File: config.mk
export PLATFORM = sky130hd
export DESIGN_NAME = gbnl_cell
export DESIGN_NICKNAME = d
export VERILOG_FILES = /design/src/hdl/gbnl_pkg.sv /design/src/hdl/gbnl_cell.sv
export SDC_FILE = /design/constraint.sdc
export NUM_CORES = 1
export LEC_CHECK = 0
export BUFFER_PORTS_ARGS = -buffer_cell sky130_fd_sc_hd__buf_2
export CAP_MARGIN = 20
export CORE_ASPECT_RATIO = 1.75
export CORE_UTILIZATION = 40
export DETAILED_ROUTE_END_ITERATION = 10
export PLACE_DENSITY_LB_ADDON = 0.15
export SYNTH_ARGS = -nofsm -noshare
export SYNTH_HDL_FRONTEND = slang
export SYNTH_SLANG_ARGS = --single-unit
File: constraint.sdc
create_clock -name clk -period 6.45 [get_ports clk]
set_clock_uncertainty 0.05 [all_clocks]
set_input_delay 1.29 -clock clk [delete_from_list [all_inputs] [get_ports clk]]
set_output_delay 1.29 -clock clk [all_outputs]
set_load 0.01 [all_outputs]
File: src/hdl/gbnl_pkg.sv
// shared types and constants for the grid nearest-label search block
`timescale 1ns / 1ps
package gbnl_pkg;

  // fixed field widths
  localparam int LABEL_W = 8;
  localparam int ROW_W   = 4;
  localparam int COL_W   = 6;
  localparam int DIST_W  = 10;
  localparam int ROWS_W  = 5;
  localparam int COLS_W  = 7;

  // configuration port
  localparam int APB_AW = 3;
  localparam int APB_DW = 32;

  // operation codes
  localparam logic OP_WRITE = 1'b0;
  localparam logic OP_QUERY = 1'b1;

  // register indexes, taken from paddr bit 2
  localparam logic REG_ROWS = 1'b0;
  localparam logic REG_COLS = 1'b1;

  // label of a blocked cell
  localparam logic [LABEL_W-1:0] LABEL_BLOCKED = 8'hFF;

  // per-cell bits shifted down the chain during a load
  typedef struct packed {
    logic open;
    logic target;
    logic src;
  } scan_bits_t;

  // control from the sequencer to every row cell
  typedef struct packed {
    logic load;
    logic step;
  } cell_ctrl_t;

  // status from one row cell
  typedef struct packed {
    logic alive;
    logic hit;
  } cell_stat_t;

endpackage

File: src/hdl/gbnl_cell.sv
// one grid row of the search wavefront: open, target, frontier and visited bits
`timescale 1ns / 1ps
module gbnl_cell
  import gbnl_pkg::*;
#(
  parameter int COLS = 64
) (
  input  logic             clk,
  input  cell_ctrl_t       ctrl,
  input  scan_bits_t       scan_in,
  output scan_bits_t       scan_out,
  input  logic [COLS-1:0]  front_up,
  input  logic [COLS-1:0]  front_dn,
  output logic [COLS-1:0]  front,
  output cell_stat_t       stat
);

  logic [COLS-1:0] open_r;
  logic [COLS-1:0] tgt_r;
  logic [COLS-1:0] front_r;
  logic [COLS-1:0] seen_r;
  logic [COLS-1:0] front_nxt;

  // next wavefront: four-neighbour spread into open, unvisited cells
  assign front_nxt = ((front_r << 1) | (front_r >> 1) | front_up | front_dn)
                     & open_r & ~seen_r;

  // serial load from the chain, then one level per step
  always_ff @(posedge clk) begin
    if (ctrl.load) begin
      open_r  <= COLS'({scan_in.open, open_r} >> 1);
      tgt_r   <= COLS'({scan_in.target, tgt_r} >> 1);
      front_r <= COLS'({scan_in.src, front_r} >> 1);
      seen_r  <= COLS'({scan_in.src, seen_r} >> 1);
    end else if (ctrl.step) begin
      front_r <= front_nxt;
      seen_r  <= seen_r | front_nxt;
    end
  end

  // bits leaving toward the previous row
  assign scan_out.open   = open_r[0];
  assign scan_out.target = tgt_r[0];
  assign scan_out.src    = front_r[0];

  assign front      = front_r;
  assign stat.alive = |front_r;
  assign stat.hit   = |(front_r & tgt_r);

endmodule

==> impl_results.html <==
<table>
<tr><th>Metric</th><th>Value</th></tr>
<tr><th colspan="2">Setup path</th></tr>
<tr><td>Max stage delay cell, worst path</td><td>sky130_fd_sc_hd__or4_1</td></tr>
<tr><td>Cell-by-cell trace of the critical path</td><td>a22o_1, a221oi_2, nand4_1, or4_1, buf_2</td></tr>
<tr><td>Critical path type</td><td>reg2out</td></tr>
<tr><td>Crit start category</td><td>flop</td></tr>
<tr><td>Type of destination of the critical path</td><td>output pin</td></tr>
<tr><td>Largest stage delay on the critical path</td><td>560 ps</td></tr>
<tr><td>Data arrival at the endpoint of the critical path</td><td>2460 ps</td></tr>
<tr><td>CP max FO</td><td>6</td></tr>
<tr><td>Required time at the worst-slack endpoint</td><td>5110 ps</td></tr>
<tr><th colspan="2">Synth</th></tr>
<tr><td>Post-synthesis cell type count</td><td>20</td></tr>
<tr><td>Post-Synth XOR/XNOR Area</td><td>0</td></tr>
<tr><td>Synthesis warning total</td><td>0</td></tr>
<tr><td>Fraction of the yosys area taken by sequential cells</td><td>0.728</td></tr>
<tr><td>Synth Instances</td><td>731</td></tr>
<tr><td>Flop and latch count out of synthesis</td><td>256</td></tr>
<tr><td>Share of the synthesized area in compound gates (AO/OA/AOI/OAI)</td><td>0.153</td></tr>
<tr><td>Cell accounting for the most synthesized area</td><td>sky130_fd_sc_hd__edfxtp_1</td></tr>
<tr><td>Synth Area per Inst</td><td>14.5 µm²</td></tr>
<tr><td>Adder-cell share of the synthesized area</td><td>0</td></tr>
<tr><td>Combinational family with the most area after synthesis</td><td>compound AO/OA/AOI/OAI gates</td></tr>
<tr><td>Portion of synthesized cell area occupied by the leading cell type</td><td>0.728</td></tr>
<tr><td>Fraction of synthesized area in multiplexers</td><td>0</td></tr>
<tr><td>Netlist Area Pre-Place</td><td>10,600 µm²</td></tr>
<tr><td>Post-synthesis simple-gate area fraction</td><td>0.107</td></tr>
<tr><td>Cell types with the largest area share after synthesis</td><td>sky130_fd_sc_hd__edfxtp_1 73%, sky130_fd_sc_hd__a32o_1 6.0%, sky130_fd_sc_hd__or4_1 4.4%, sky130_fd_sc_hd__o21ai_0 3.0%, sky130_fd_sc_hd__a21oi_1 3.0%</td></tr>
<tr><td>Synthesized net count</td><td>865</td></tr>
<tr><th colspan="2">Clock tree</th></tr>
<tr><td>Clock slew at the register clock pins of the worst setup and hold paths</td><td>70 ps</td></tr>
<tr><td>CTS-repair resized insts</td><td>0</td></tr>
<tr><td>Buffer levels on the longest clock path</td><td>3</td></tr>
<tr><td>Clock buffer count from CTS</td><td>25</td></tr>
<tr><td>CTS tree</td><td>done</td></tr>
<tr><td>Clock tree root buffer cell</td><td>sky130_fd_sc_hd__clkbuf_16</td></tr>
<tr><td>Clock latency reported for the late side of the worst-skew pair</td><td>520 ps</td></tr>
<tr><td>Count of buffers added by post-CTS timing repair for setup</td><td>0</td></tr>
<tr><td>Num Clock Sinks</td><td>256</td></tr>
<tr><td>Hold-fix buffers at CTS</td><td>0</td></tr>
<tr><td>Maximum level of the CTS H-tree</td><td>1</td></tr>
<tr><th colspan="2">Finish</th></tr>
<tr><td>Ant diodes</td><td>0</td></tr>
<tr><td>Final-layout fill cell count</td><td>2,392</td></tr>
<tr><td>Sequential cell area</td><td>7690 µm²</td></tr>
<tr><td>Proportion of layout cells with a drive suffix above 1</td><td>0.261</td></tr>
<tr><td>Area of the multi-input gates</td><td>2750 µm²</td></tr>
<tr><td>Final layout net count</td><td>1,065</td></tr>
<tr><td>Post-layout utilization of the core</td><td>0.487</td></tr>
<tr><td>Area growth from synthesis to layout</td><td>19.6%</td></tr>
<tr><th colspan="2">Worst hold path</th></tr>
<tr><td>Class of the tightest hold or removal check</td><td>reg2reg</td></tr>
<tr><th colspan="2">Run status</th></tr>
<tr><td>Failing checks</td><td>DRC</td></tr>
<tr><td>Outcome</td><td>finished, violations left</td></tr>
<tr><th colspan="2">STA</th></tr>
<tr><td>Total Neg Setup Slack</td><td>0 ps</td></tr>
<tr><td>Number of failing setup endpoints in the final timing report</td><td>0</td></tr>
<tr><td>Fmax</td><td>263 MHz</td></tr>
<tr><td>Final critical-path share of the clock period</td><td>0.590</td></tr>
<tr><td>Final-report max-slew violation count</td><td>0</td></tr>
<tr><td>Transition time at the pin with the least slew margin</td><td>900 ps</td></tr>
<tr><td>Setup repair after global routing missed its margin</td><td>no</td></tr>
<tr><td>Normalized max-slew margin</td><td>0.400</td></tr>
<tr><td>Fin worst setup slack</td><td>2650 ps</td></tr>
<tr><td>Post-route minimum period</td><td>3800 ps</td></tr>
<tr><td>Final count of hold timing violations</td><td>0</td></tr>
<tr><th colspan="2">Global routing</th></tr>
<tr><td>Antenna violations before repair</td><td>0</td></tr>
<tr><td>Number of global-route vias before repair</td><td>7,065</td></tr>
<tr><td>Wire length of the first global-routing pass</td><td>41,700 µm</td></tr>
<tr><td>Total global routing overflow</td><td>0</td></tr>
<tr><td>Maximum number of pins on one net before global-route repair</td><td>180</td></tr>
<tr><td>GR Util All Layers</td><td>0.206</td></tr>
<tr><th colspan="2">Placed design</th></tr>
<tr><td>Number of input and output port buffers inserted</td><td>202</td></tr>
<tr><td>Placed wire-length estimate after detailed placement</td><td>19,700 µm</td></tr>
<tr><td>Worst slack at placement</td><td>2900 ps</td></tr>
<tr><td>Placer congestion estimate</td><td>0.811</td></tr>
<tr><th colspan="2">Power and ir drop</th></tr>
<tr><td>Combinational share of power</td><td>0.091</td></tr>
<tr><td>Internal portion of total power</td><td>2940 µW</td></tr>
<tr><td>Net Sw Frac</td><td>0.255</td></tr>
<tr><td>Power per Cell Area</td><td>312 nW/µm²</td></tr>
<tr><td>Worst IR Drop VDD</td><td>0.000174 V</td></tr>
<tr><td>Leakage power</td><td>0.00461 µW</td></tr>
<tr><td>Part of the total power dissipated in the clock network</td><td>0.345</td></tr>
<tr><td>Sequential power share</td><td>0.563</td></tr>
<tr><td>Net load switching power</td><td>1010 µW</td></tr>
<tr><th colspan="2">Die</th></tr>
<tr><td>Die Outline Area</td><td>27,100 µm²</td></tr>
<tr><td>CORE AREA</td><td>26,000 µm²</td></tr>
<tr><td>Chip Height</td><td>217 µm</td></tr>
<tr><td>Initial Utilization</td><td>0.407</td></tr>
<tr><td># IOs</td><td>203</td></tr>
<tr><td>Horizontal die dimension</td><td>125 µm</td></tr>
<tr><td>Site Rows</td><td>78</td></tr>
<tr><th colspan="2">Job</th></tr>
<tr><td>Number of max-capacitance violations reported</td><td>0</td></tr>
<tr><th colspan="2">Drt</th></tr>
<tr><td>Pre-Repair DR Iteration Count</td><td>8</td></tr>
<tr><td>Routed via count divided by cell count</td><td>5.84</td></tr>
<tr><td>Violation count after the first detailed-route iteration</td><td>622</td></tr>
<tr><td>Count of antenna-violating nets left after detailed routing</td><td>0</td></tr>
<tr><td># DRC</td><td>16</td></tr>
<tr><td>Wire length per cell</td><td>22.3 µm</td></tr>
<tr><td>Detailed-route via count</td><td>7,392</td></tr>
<tr><td>Final wirelength</td><td>28,200 µm</td></tr>
</table>
-- sequential cells by signal, summed over array words and instances (netlist names) --
name / cells
seen_r: 64
tgt_r: 64
open_r: 64
front: 64
-- cell usage in the layout (no fill, tap or decap), drive strengths merged, types with 16 or more instances in the layout --
cell    netlist  routed
edfxtp      256     256
buf           7     205
nor2         65      65
nand2        64      64
o21ai        64      64
or4          64      64
a21oi        63      63
a32o         63      63
clkbuf       25      31
a22o         17      17
nor4         16      16
a221oi       16      16
-- cell families (layout without fill, tap and decap cells) --
logic type / count (synthesis) / in the layout
AO/OA/AOI/OAI: 224 / 224
flip-flops: 256 / 256
AND/OR/NAND/NOR: 219 / 219
buffers and inverters: 32 / 247
-- metal layers --
layer  GRT usage  wire length [µm]  part of all wire
met1       0.243             10800              0.38
met3      0.0221              1340             0.048
met5           0                 0                 0
met4      0.0618               592             0.021
met2       0.391             15400              0.55
-- power by group through the flow --
stage                     clock network [µW]  registers (µW)  logic (µW)
after floorplan                            0            2180         190
after global placement                     0            2260         357
after detailed placement                   0            2260         364
after CTS                               1390            2230         366
after global routing                    1450            2240         400
final                                   1360            2220         360
-- cell usage after synthesis --
cell type                  count
sky130_fd_sc_hd__a21oi_1      63
sky130_fd_sc_hd__a221oi_1      8
sky130_fd_sc_hd__a221oi_2      8
sky130_fd_sc_hd__a22o_1       17
sky130_fd_sc_hd__a32o_1       63
sky130_fd_sc_hd__buf_1         2
sky130_fd_sc_hd__buf_2         2
sky130_fd_sc_hd__buf_4         3
sky130_fd_sc_hd__clkbuf_1     25
sky130_fd_sc_hd__edfxtp_1    256
sky130_fd_sc_hd__nand2_1      64
sky130_fd_sc_hd__nand4_1       8
sky130_fd_sc_hd__nor2_1       65
sky130_fd_sc_hd__nor4_1       16
sky130_fd_sc_hd__o21ai_0      64
sky130_fd_sc_hd__o31a_1        1
sky130_fd_sc_hd__or2_2         1
sky130_fd_sc_hd__or3_1         1
sky130_fd_sc_hd__or4_1        62
sky130_fd_sc_hd__or4_2         2
-- worst paths after layout --
path | from | endpoint | slack [ps] | cells after the start
min reg2reg | tgt_r[45]$_DFFE_PP_ | tgt_r[44]$_DFFE_PP_ | 400 | 0
min | tgt_r[45]$_DFFE_PP_ | tgt_r[44]$_DFFE_PP_ | 400 | 0
max reg2reg | front[2]$_DFFE_PP_ | seen_r[3]$_DFFE_PP_ | 4640 | 3
max | front[13]$_DFFE_PP_ | stat[0] | 2650 | 5
-- cell type report --
| cell class | count | share of cell area |
|---|---|---|
| clock buffers | 31 | 0.0513 |
| clock inverters | 11 | 0.00634 |
| multi-input cells | 443 | 0.217 |
| flip-flops and latches | 256 | 0.609 |
| well taps | 320 | 0.0317 |
| repair buffers | 205 | 0.0846 |
-- through the flow --
step	hold slack [ps]	total power (µW)	area [µm²]	instances
final	400	3950	12600	1266
after global routing	405	4090	12600	1266
after CTS	400	3980	12600	1266
after detailed placement	385	2620	11900	1224
after global placement	383	2620	11900	1224
after floorplan	377	2370	10600	731
-- worst max-delay path, delay by kind of cell (launching register included) --
kind | cells | cell delay (ps)
compound gates | 2 | 530
buf+inv | 1 | 170
flops | 1 | 540
simple gates | 2 | 700
Power figures use the tool's default switching activity.
